--- src/hw/rtl/ssp_pkg.sv ---
// ----------------------------------------------------------------------------
// ssp_pkg
// types, constants and codes shared by the stereo spatial panner
// ----------------------------------------------------------------------------
package ssp_pkg;

  localparam int DELAY_DEPTH = 64;
  localparam int IDX_W       = (DELAY_DEPTH > 1) ? $clog2(DELAY_DEPTH) : 1;

  localparam int SAMPLE_W = 16;
  localparam int SCALED_W = 17;
  localparam int GAIN_W   = 17;
  localparam int PAN_W    = 16;
  localparam int RATE_W   = 18;
  localparam int FILT_W   = 24;
  localparam int FGAIN_W  = 32;
  localparam int MEM_W    = 2 * SCALED_W;

  // shared multiplier operand and product widths
  localparam int A_W = 35;
  localparam int B_W = 25;
  localparam int P_W = A_W + B_W;

  localparam int UNITY_GAIN    = 65536;
  localparam int HALF_PAN      = 32768;
  localparam int ITD_COEF      = 2791729;
  localparam int BLEND_Q16     = 20972;
  localparam int FAR_SLOPE_Q16 = 29491;
  localparam int RND_SHIFT     = 47;

  localparam logic [FGAIN_W-1:0] FAR_UNITY = 32'h8000_0000;

  localparam int CFG_IDX_W  = 3;
  localparam int CFG_DATA_W = 18;

  typedef enum logic [CFG_IDX_W-1:0] {
    CFG_GAIN        = 3'd0,
    CFG_PAN         = 3'd1,
    CFG_SPATIAL     = 3'd2,
    CFG_HEAD_MODEL  = 3'd3,
    CFG_SRC_MONO    = 3'd4,
    CFG_OUT_MONO    = 3'd5,
    CFG_SAMPLE_RATE = 3'd6
  } cfg_idx_e;

  // post-scaling applied to the registered product
  typedef enum logic [2:0] {
    MUL_SH0,
    MUL_SH16,
    MUL_SH17,
    MUL_SH31,
    MUL_SH38,
    MUL_RND47
  } mul_mode_e;

  typedef struct packed {
    mul_mode_e             mode;
    logic signed [A_W-1:0] a;
    logic signed [B_W-1:0] b;
  } mul_req_t;

  typedef struct packed {
    logic             we;
    logic [IDX_W-1:0] waddr;
    logic [MEM_W-1:0] wdata;
    logic             re;
    logic [IDX_W-1:0] raddr;
  } mem_req_t;

  typedef enum logic [4:0] {
    S_IDLE,
    S_START,
    S_MONO,
    S_P_L,
    S_P_R,
    S_L_TL,
    S_L_OL,
    S_L_TR,
    S_L_OR,
    S_H_SL,
    S_H_SR,
    S_H_P,
    S_H_D,
    S_H_G,
    S_H_RD,
    S_H_F,
    S_H_O,
    S_DONE
  } state_e;

endpackage

--- src/hw/rtl/ssp_mul.sv ---
// ----------------------------------------------------------------------------
// ssp_mul
// shared signed multiplier with registered product and scaling that
// truncates toward zero, or rounds half up for the delay length
// ----------------------------------------------------------------------------
module ssp_mul
  import ssp_pkg::*;
(
  input  logic                  clk_i,
  input  mul_req_t              req_i,
  output logic signed [A_W-1:0] result_o
);

  logic signed [P_W-1:0] prod_q;
  mul_mode_e             mode_q;
  logic [5:0]            sh;
  logic signed [P_W-1:0] bias;
  logic signed [P_W-1:0] shifted;

  always_ff @(posedge clk_i) begin
    prod_q <= P_W'(req_i.a) * P_W'(req_i.b);
    mode_q <= req_i.mode;
  end

  always_comb begin
    unique case (mode_q)
      MUL_SH0:   sh = 6'd0;
      MUL_SH16:  sh = 6'd16;
      MUL_SH17:  sh = 6'd17;
      MUL_SH31:  sh = 6'd31;
      MUL_SH38:  sh = 6'd38;
      MUL_RND47: sh = 6'(RND_SHIFT);
      default:   sh = 6'd0;
    endcase
    if (mode_q == MUL_RND47) begin
      bias = P_W'(1) <<< (RND_SHIFT - 1);
    end else if (prod_q[P_W-1]) begin
      // negative product: bias so the shift truncates toward zero
      bias = (P_W'(1) <<< sh) - P_W'(1);
    end else begin
      bias = '0;
    end
    shifted  = (prod_q + bias) >>> sh;
    result_o = shifted[A_W-1:0];
  end

endmodule

--- config.mk ---
export PLATFORM = sky130hd
export DESIGN_NAME = ssp_mul
export DESIGN_NICKNAME = d
export VERILOG_FILES = /design/src/hw/rtl/ssp_pkg.sv /design/src/hw/rtl/ssp_mul.sv
export SDC_FILE = /design/constraint.sdc
export NUM_CORES = 2
export LEC_CHECK = 0
export BUFFER_PORTS_ARGS = -buffer_cell sky130_fd_sc_hd__buf_2
export CAP_MARGIN = 15
export CORE_MARGIN = 5
export CORE_UTILIZATION = 45
export CTS_CLUSTER_SIZE = 30
export DETAILED_ROUTE_END_ITERATION = 16
export GPL_ROUTABILITY_DRIVEN = 0
export SLEW_MARGIN = 20
export SYNTH_ARGS = -nofsm -noshare
export SYNTH_HDL_FRONTEND = slang
export SYNTH_SLANG_ARGS = --single-unit
--- constraint.sdc ---
create_clock -name clk_i -period 11.9 [get_ports clk_i]
set_input_delay 2.38 -clock clk_i [delete_from_list [all_inputs] [get_ports clk_i]]
set_output_delay 2.38 -clock clk_i [all_outputs]
set_load 0.02 [all_outputs]
==> flow_summary.json <==
{
  "outcome": "complete, no violations",
  "crit_family": "simple AND/OR/NAND/NOR gates",
  "dr.pass1.iters": 5,
  "routedLengthMet1_um": 53800,
  "wirelength_um": 119000,
  "hp-class": "in2reg",
  "grt_pass1_wl_um": 193000,
  "fin_crit_sh_pct": 85.0,
  "port_buffers": 98,
  "io_pins": 99,
  "drcViolationCount": 0,
  "final_nets": 5646,
  "clk_path_buf_depth": 2,
  "grt_max_degree": 61,
  "core-area_mm2": 0.0870,
  "seq_area_mm2": 0.00126,
  "rows": 108,
  "slew_violations": 0,
  "holdWs_ps": 2120,
  "crit_path_max_incr_delay_ps": 960,
  "post_cts_buffers": 0,
  "cts_tree": "built",
  "worst_pin_slew_ps": 1140,
  "grt_pass1_vias": 33500,
  "hold_viol": 0,
  "ant_nets": 0,
  "cp_num_buf_inv": 4,
  "wire_per_inst_um": 21.1,
  "fmaxAchievable_mhz": 98.8,
  "maxSlewHeadroom_pct": 23.6,
  "yosysUniqueCellTypes": 105,
  "fin_tns_setup_ps": 0,
  "die_area_mm2": 0.0939,
  "cts_resized": 0,
  "seq_area_frac_synth_pct": 3.19,
  "die_w_um": 306,
  "avgSynthCellArea_um2": 8.60,
  "crit_path_end_kind": "output port",
  "overflow": 0,
  "cts_buffers": 9,
  "min_period_ps": 10120,
  "synthArstFlopShare_pct": 0,
  "synth_cells": 4594,
  "topRoutingLayerUsed": "met5",
  "clock-sinks": 63,
  "multi_input_area_mm2": 0.0343,
  "path_cells": "inv_1 > ha_1 > buf_4 > nand2b_1 > buf_4 > o21ai_2 > nor2_1 > nand2_1 > ha_1 > nand2_1 > nor3_1 > ha_1 > a21o_1 > a31oi_1 > o221ai_1 > a32o_2 > a211oi_4 > nor3_1 > or3b_2 > a211oi_1 > and2_1 > a31oi_1 > o32ai_1 > buf_2",
  "cpMaxStageDelayCell": "nor3_1",
  "worstPathRequired_ps": 9520,
  "cts_max_level": 3,
  "setup.worst_path.class": "reg2out",
  "vias_per_cell": 5.71,
  "rsz0062_at_grt": "false",
  "ys_seq_elements": 63,
  "wl_met3_um": 9410,
  "hpwl_um": 96300,
  "fill_cells": 8678,
  "synth_edf_count": 0,
  "start_util_pct": 45.4,
  "finalSetupViolCount": 0,
  "area_growth_pct": 3.61,
  "wl_met2_um": 52400,
  "drtIter0Drc": 2620,
  "clk_root_buffer_cell": "clkbuf_16",
  "worstPathMaxFanout": 11,
  "fin_util_pct": 47.1,
  "vias": 32100,
  "drive_gt1_share_pct": 4.85,
  "synth_area_mm2": 0.0395,
  "die_h_um": 306,
  "grt_util_all_layers_pct": 25.8,
  "synth-main-ff-cell": "dfxtp_1",
  "ys_warn_count": 0,
  "cp.arrival_ps": 7740,
  "startpoint_type": "register",
  "cts_hold_buffers": 0,
  "cap_violations": 0,
  "crit_top_cell": "ha_1",
  "antenna_found_initial": 5,
  "clk_pin_slew_ps": 50
}
-- sequential cells by signal, summed over array words and instances, names as in the netlist --
register,flops
prod_q,60
mode_q,3
-- kinds of logic (layout without fill, tap and decap cells) --
logic type,Yosys count,in the layout,synth area share (%)
AOI/OAI and AO/OA,714,714,12.7
DFF,63,63,3.19
buffers and inverters,1065,936,10.3
adders and majority gates,1113,1113,52.1
other,2,12,0.0190
muxes,52,52,1.54
xor gates and xnor gates,98,98,2.17
and+or+nand+nor,1487,1487,18.0
-- cell type report --
cell class | instances | area share (%)
tap | 1155 | 3.53
clock buffer | 12 | 0.626
antenna | 2 | 0.0122
clock inverter | 3 | 0.0458
inverter | 795 | 7.29
timing repair buffer | 126 | 1.71
sequential | 63 | 3.08
multi-input combinational | 3474 | 83.7
-- path summary, 6_finish.rpt --
path,start,cells past startpoint,slack (ps),end
hold / removal,req_i[61],1,2120,mode_q[1]
setup / recovery,mode_q[1],24,1780,result_o[12]
-- cell usage in the layout (no fill, tap or decap), drive strengths merged, types with 10 or more instances in the layout --
cell type	n
nand2	720
nand3	56
or3	17
a211o	24
buf	126
nor4	10
fa	889
a31oi	46
xnor2	71
and2	314
o21a	19
clkbuf	12
a21o	63
a211oi	60
o221ai	11
dfxtp	63
nand2b	47
and3	30
o22ai	14
mux2i	37
o31ai	21
xor2	27
nor3	63
a311oi	11
nand4	40
mux2	10
o211ai	36
a22oi	12
nor2	130
o21ai	120
ha	224
o21bai	16
nor2b	20
inv	795
conb	10
a2111oi	11
a21oi	165
-- cell usage after synthesis (19+ instances only) --
cell type / instances / share of area [%]
nor2b_1: 20 / 0.32
ha_1: 224 / 7.1
xor2_1: 27 / 0.60
nor3_1: 60 / 0.76
a211oi_1: 52 / 0.99
o21a_1: 19 / 0.36
nand2b_1: 47 / 0.74
o21ai_1: 20 / 0.25
and3_1: 30 / 0.47
inv_1: 795 / 7.5
and2_1: 311 / 4.9
a21o_1: 63 / 1.2
nor2_1: 129 / 1.2
dfxtp_1: 63 / 3.2
xnor2_1: 71 / 1.6
clkbuf_1: 227 / 2.2
o31ai_1: 20 / 0.38
a211o_1: 24 / 0.53
fa_1: 889 / 45
mux2i_1: 36 / 0.91
o21ai_0: 98 / 1.2
o211ai_1: 34 / 0.65
nand4_1: 40 / 0.63
a21oi_1: 160 / 2.0
nand2_1: 720 / 6.8
nand3_1: 56 / 0.71
buf_2: 27 / 0.34
a31oi_1: 46 / 0.73
-- metrics by stage --
step / instances / instance area, µm² / setup WS, ps
floorplan: 4602 / 39600 / 2670
CTS: 5628 / 41000 / 1780
global route: 5628 / 41000 / 1430
global placement: 5613 / 40700 / 1770
detailed placement: 5613 / 40700 / 1680
finish: 5630 / 41000 / 1780
-- routing by layer --
metal / global-route usage (%) / vias to the layer above
met4: 6.57 / 4
met2: 39.8 / 1234
li1: - / 14300
met1: 38.0 / 16400
met3: 4.38 / 185
met5: 0 / -
Power is not shown: default switching activity piles up to over one toggle a cycle in this logic, so the estimate is an artifact.
