<file path="config.mk">
export PLATFORM = sky130hd
export DESIGN_NAME = ssp_delay_mem
export DESIGN_NICKNAME = d
export VERILOG_FILES = /design/src/hw/rtl/ssp_pkg.sv /design/src/hw/rtl/ssp_delay_mem.sv
export SDC_FILE = /design/constraint.sdc
export NUM_CORES = 2
export LEC_CHECK = 0
export ABC_CLOCK_PERIOD_IN_PS = 1900
export BUFFER_PORTS_ARGS = -buffer_cell sky130_fd_sc_hd__clkbuf_2
export CORE_UTILIZATION = 59
export CTS_BUF_LIST = sky130_fd_sc_hd__clkbuf_4
export DETAILED_ROUTE_END_ITERATION = 16
export PLACE_DENSITY = 0.75
export RECOVER_POWER = 25
export SYNTH_ARGS = -nofsm -noshare
export SYNTH_HDL_FRONTEND = slang
export SYNTH_SLANG_ARGS = --single-unit
export TNS_END_PERCENT = 100
</file>
<file path="constraint.sdc">
create_clock -name clk_i -period 1.9 [get_ports clk_i]
set_input_delay 0.475 -clock clk_i [delete_from_list [all_inputs] [get_ports clk_i]]
set_output_delay 0.475 -clock clk_i [all_outputs]
set_load 0.01 [all_outputs]
</file>
<file path="src/hw/rtl/ssp_pkg.sv">
// ----------------------------------------------------------------------------
// ssp_pkg
// types, constants and codes shared by the stereo spatial panner
// ----------------------------------------------------------------------------
package ssp_pkg;

  localparam int DELAY_DEPTH = 64;
  localparam int IDX_W       = (DELAY_DEPTH > 1) ? $clog2(DELAY_DEPTH) : 1;

  localparam int SAMPLE_W = 16;
  localparam int SCALED_W = 17;
  localparam int GAIN_W   = 17;
  localparam int PAN_W    = 16;
  localparam int RATE_W   = 18;
  localparam int FILT_W   = 24;
  localparam int FGAIN_W  = 32;
  localparam int MEM_W    = 2 * SCALED_W;

  // shared multiplier operand and product widths
  localparam int A_W = 35;
  localparam int B_W = 25;
  localparam int P_W = A_W + B_W;

  localparam int UNITY_GAIN    = 65536;
  localparam int HALF_PAN      = 32768;
  localparam int ITD_COEF      = 2791729;
  localparam int BLEND_Q16     = 20972;
  localparam int FAR_SLOPE_Q16 = 29491;
  localparam int RND_SHIFT     = 47;

  localparam logic [FGAIN_W-1:0] FAR_UNITY = 32'h8000_0000;

  localparam int CFG_IDX_W  = 3;
  localparam int CFG_DATA_W = 18;

  typedef enum logic [CFG_IDX_W-1:0] {
    CFG_GAIN        = 3'd0,
    CFG_PAN         = 3'd1,
    CFG_SPATIAL     = 3'd2,
    CFG_HEAD_MODEL  = 3'd3,
    CFG_SRC_MONO    = 3'd4,
    CFG_OUT_MONO    = 3'd5,
    CFG_SAMPLE_RATE = 3'd6
  } cfg_idx_e;

  // post-scaling applied to the registered product
  typedef enum logic [2:0] {
    MUL_SH0,
    MUL_SH16,
    MUL_SH17,
    MUL_SH31,
    MUL_SH38,
    MUL_RND47
  } mul_mode_e;

  typedef struct packed {
    mul_mode_e             mode;
    logic signed [A_W-1:0] a;
    logic signed [B_W-1:0] b;
  } mul_req_t;

  typedef struct packed {
    logic             we;
    logic [IDX_W-1:0] waddr;
    logic [MEM_W-1:0] wdata;
    logic             re;
    logic [IDX_W-1:0] raddr;
  } mem_req_t;

  typedef enum logic [4:0] {
    S_IDLE,
    S_START,
    S_MONO,
    S_P_L,
    S_P_R,
    S_L_TL,
    S_L_OL,
    S_L_TR,
    S_L_OR,
    S_H_SL,
    S_H_SR,
    S_H_P,
    S_H_D,
    S_H_G,
    S_H_RD,
    S_H_F,
    S_H_O,
    S_DONE
  } state_e;

endpackage

</file>
<file path="src/hw/rtl/ssp_delay_mem.sv">
// ----------------------------------------------------------------------------
// ssp_delay_mem
// left and right delay lines in one memory word, registered read,
// per-entry valid bits so unwritten entries read as zero after reset
// ----------------------------------------------------------------------------
module ssp_delay_mem
  import ssp_pkg::*;
(
  input  logic             clk_i,
  input  logic             rst_ni,
  input  mem_req_t         req_i,
  output logic [MEM_W-1:0] rd_data_o
);

  logic [MEM_W-1:0]       mem [DELAY_DEPTH];
  logic [DELAY_DEPTH-1:0] valid_q;
  logic [MEM_W-1:0]       rd_data_q;

  always_ff @(posedge clk_i or negedge rst_ni) begin
    if (!rst_ni) begin
      valid_q <= '0;
    end else if (req_i.we) begin
      valid_q[req_i.waddr] <= 1'b1;
    end
  end

  always_ff @(posedge clk_i) begin
    if (req_i.we) begin
      mem[req_i.waddr] <= req_i.wdata;
    end
  end

  always_ff @(posedge clk_i) begin
    if (req_i.re) begin
      rd_data_q <= valid_q[req_i.raddr] ? mem[req_i.raddr] : '0;
    end
  end

  assign rd_data_o = rd_data_q;

endmodule

</file>
==> impl_metrics.toml <==
[power]
ir_drop_uv = 764.5
comb_power_share_pct = 6.4
share_seq_of_total_power_pct = 54.9
clock_power_share_pct = 38.7
p_per_area_mw_per_mm2 = 989.1
switching_power_w = 0.02274
power.switching_fraction_pct = 22.28
total_leakage_power_nw = 34.44
p_int_w = 0.07932

[critical_path]
critPathCaptureType = "output port"
crit_type = "reg -> out"
slowest_stage = "sky130_fd_sc_hd__edfxtp_1"
timing.critical_path.depth = 1
setup.reg_to_reg.worst_slack_ns = -0.33
critical_path.startpoint = "rd_data_o[26]$_SDFFCE_PN0P_"
worstPathArrival_ns = 2.21
worst_r2r_startpoint = "valid_q[33]$_DFFE_PN0P_"
cp_data_required_time_ns = 1.42
critPathTopFamily = "flip-flops"
critical_path.n_buffers_inverters = 1
r2r-end = "rd_data_o[3]$_SDFFCE_PN0P_"
crit_path_end = "rd_data_o[26]"
crit_fanout = 1
timing.critical_path.from_type = "flop"
r2r_cells = 7
crit_path_max_incr_delay_ns = 0.66
crit_chain = "buf_2"

[place]
hpwl_um = 131800
port_buffers = 83
gpl.final_weighted_congestion = 0.8956
dp_worst_setup_slack_ns = -1.010
postPlaceCellArea_sq_mm = 0.09543
numPlacedInstances = 6122

[synth]
netlist.area_leader.share_pct = 77.10
syn-num-nets = 3852
ys_top_cells_by_area = "sky130_fd_sc_hd__edfxtp_1 77%, sky130_fd_sc_hd__mux4_2 14%, sky130_fd_sc_hd__a22oi_1 2.1%, sky130_fd_sc_hd__dfrtp_1 1.9%, sky130_fd_sc_hd__mux2i_1 0.78%"
post_synth.cell_area_avg_sq_um = 22.64
synth.most_common_cell = "sky130_fd_sc_hd__edfxtp_1"
ys_warn_count = 0
synthesis.instances = 3802
synth-edff-count = 2210
synth_top_cells_by_count = "2210 x sky130_fd_sc_hd__edfxtp_1, 542 x sky130_fd_sc_hd__mux4_2, 238 x sky130_fd_sc_hd__a22oi_1"
synth_area_sq_mm = 0.08607
number_of_synthesized_register_bits = 2274
synth_sequential_area_ratio_pct = 78.96
postSynth.asyncResetShare_pct = 2.814
netlist.top_cell.by_area = "sky130_fd_sc_hd__edfxtp_1"
synth.distinct_cells = 47
synth-main-ff-cell = "sky130_fd_sc_hd__edfxtp_1"

[route]
drtIter0Drc = 5974
drc = 0
via_count = 45921
wirelength_um = 218500
first_pass_iters = 6
postRouteAntennaNets = 0
vias_per_cell = 6.425
detail_routed_net_length_per_standard_cell_um = 30.57

[cells_and_area]
fillers = 8206
syn2layout_area_growth_pct = 19.87
final_nets = 4903
design_area_sq_mm = 0.1032
final-instance-count-excl-fill = 7147
fraction_of_final_layout_cells_sized_beyond_drive_strength_1_pct = 42.37

[global_routing]
grt_first_pass_wirelength_um = 314900
first_global_vias = 47688
grt_start_max_net_pins = 65
global_route.overflow_total = 0
grt.total_usage_pct = 30.12
antenna_violations_before_repair = 13

[clocking]
clock_tree_from_tritoncts = "yes"
clkLatencyLatePin_ns = 1.37
cts-buffers-inserted = 573
tritoncts_num_sinks = 2274
cts.path.max_buffers = 4
h-tree-depth = 6
cts-root-buf = "sky130_fd_sc_hd__clkbuf_4"
worst_setup_hold_path_clk_slew_ns = 0.07

[sta]
count_of_final_setup_violators = 96
hold_violations = 0
minimum_hold_slack_ns = 0.1653
achievable-frequency_mhz = 372.4
final.period_utilization_pct = 141.3
worstMarginPinSlew_ns = 1.498
final.setup.worst_slack_ns = -0.7853
timing.slew.headroom_pct = 0.1004
timing.final.max_slew_violations = 0
worst_clock_skew_ns = 0.1138
crit_path_time_final_ns = 2.685
setup_repair_after_global_routing_missed_its_margin = "yes"

[floorplanning]
dieArea_sq_mm = 0.1474
fp.dieW_um = 384.0
row_count = 139
die_h_um = 384.0
ioPinCount = 84
floorplan.core_area_sq_mm = 0.1442
initial_core_utilization_pct = 59.70

[status]
status = "complete, but fails checks"
violations = "negative setup slack"

[flow_run]
drv_cap = 0

[worst_hold_path]
hold_path.class = "in -> reg"
[flip-flops by register name (all words and copies together) (netlist names)]
| name | count |
|---|---|
| mem | 2176 |
| rd_data_o | 34 |
| valid_q | 64 |
[layout by cell type, fill, tap and decap left out, types with 7 or more instances in the layout]
cell                            instances
sky130_fd_sc_hd__edfxtp_1            2210
sky130_fd_sc_hd__clkbuf_4             794
sky130_fd_sc_hd__mux4_2               542
sky130_fd_sc_hd__buf_4                290
sky130_fd_sc_hd__a22oi_1              232
sky130_fd_sc_hd__buf_12               229
sky130_fd_sc_hd__clkinv_1             115
sky130_fd_sc_hd__nand2_1               98
sky130_fd_sc_hd__clkbuf_2              98
sky130_fd_sc_hd__a21oi_1               69
sky130_fd_sc_hd__mux2i_1               67
sky130_fd_sc_hd__or2_2                 66
sky130_fd_sc_hd__dfrtp_1               64
sky130_fd_sc_hd__nor2_4                63
sky130_fd_sc_hd__dlygate4sd3_1         48
sky130_fd_sc_hd__a21oi_2               22
sky130_fd_sc_hd__nor2_1                17
sky130_fd_sc_hd__inv_2                 16
sky130_fd_sc_hd__o21ai_0               15
sky130_fd_sc_hd__diode_2               14
sky130_fd_sc_hd__a221oi_1              12
sky130_fd_sc_hd__bufinv_16             11
sky130_fd_sc_hd__clkinv_2              10
sky130_fd_sc_hd__nand2b_1               9
sky130_fd_sc_hd__o221ai_1               8
sky130_fd_sc_hd__o22ai_1                7
[worst register-to-register path, cell delays in order (launching register included)]
cell and delay [ns]:
sky130_fd_sc_hd__dfrtp_1 0.39, sky130_fd_sc_hd__mux4_2 0.47, sky130_fd_sc_hd__a22oi_2 0.18, sky130_fd_sc_hd__a21boi_2 0.12, sky130_fd_sc_hd__nor4_4 0.35, sky130_fd_sc_hd__buf_6 0.21, sky130_fd_sc_hd__buf_12 0.17, sky130_fd_sc_hd__a21oi_4 0.05
[how the worst min path moves through the flow]
| stage | cells after the start | from | slack [ns] | endpoint |
|---|---|---|---|---|
| floorplan | 0 | rst_ni | 0.18 | valid_q[0]$_DFFE_PN0P_ |
| global placement | 1 | rst_ni | 0.37 | valid_q[56]$_DFFE_PN0P_ |
| detailed placement | 1 | rst_ni | 0.38 | valid_q[48]$_DFFE_PN0P_ |
| CTS | 6 | req_i[2] | 0.02 | rd_data_o[12]$_SDFFCE_PN0P_ |
| global route | 2 | req_i[6] | 0.12 | rd_data_o[17]$_SDFFCE_PN0P_ |
| finish | 5 | req_i[2] | 0.17 | rd_data_o[28]$_SDFFCE_PN0P_ |
[routing by layer]
| metal | GRT usage [%] | up-vias | share of wire (%) |
|---|---|---|---|
| li1 | - | 18691 | - |
| met1 | 41.24 | 23541 | 36 |
| met5 | 0 | - | 0.032 |
| met3 | 8.133 | 447 | 12 |
| met2 | 46.85 | 3230 | 49 |
| met4 | 11.69 | 12 | 3.2 |
[final cells by class]
type / count / area, sq um / area share, %
Clock buffer: 794 / 5961 / 5.777
Inverter: 4 / 15.01 / 0.01455
Timing Repair Buffer: 685 / 7961 / 7.716
Sequential cell: 2274 / 67970 / 65.87
Tap cell: 1903 / 2381 / 2.308
Multi-Input combinational cell: 1315 / 17940 / 17.39
Clock inverter: 158 / 920.9 / 0.8925
Antenna cell: 14 / 35.03 / 0.03395
[kinds of logic after synthesis]
kind of cell | after synthesis | synth area share, %
compound gates | 398 | 3.186
buf+inv | 213 | 1.143
mux | 615 | 15.04
flops | 2274 | 78.96
simple gates | 302 | 1.669
[timing repair]
item	CTS	global route
hold endpoints to repair	4049	0
hold buffers	50	0
pin swaps	7	11
gates cloned	5	1
setup endpoints to repair	68	207
buffers inserted	6	3
gates resized for setup	45	34
[power groups by stage]
stage                     sequential, W  combinational, W  clock, W
after floorplan                  0.0569           0.00308         0
after global placement           0.0570           0.00592         0
after detailed placement         0.0570           0.00606         0
after CTS                        0.0560           0.00653    0.0402
after global routing             0.0561           0.00678    0.0428
final                            0.0560           0.00650    0.0395
[stage by stage]
stage / TNS, ns / total power [W] / util [%]
after floorplan: -761.28 / 0.06001 / -
final: -28.38 / 0.1021 / 71.56
after detailed placement: -290.62 / 0.06311 / 66.19
after global placement: -283.56 / 0.06293 / 66.19
after global routing: -32.77 / 0.1056 / 71.56
after CTS: -32.51 / 0.1027 / 71.56
No activity file was read; power rests on OpenSTA's default activity.
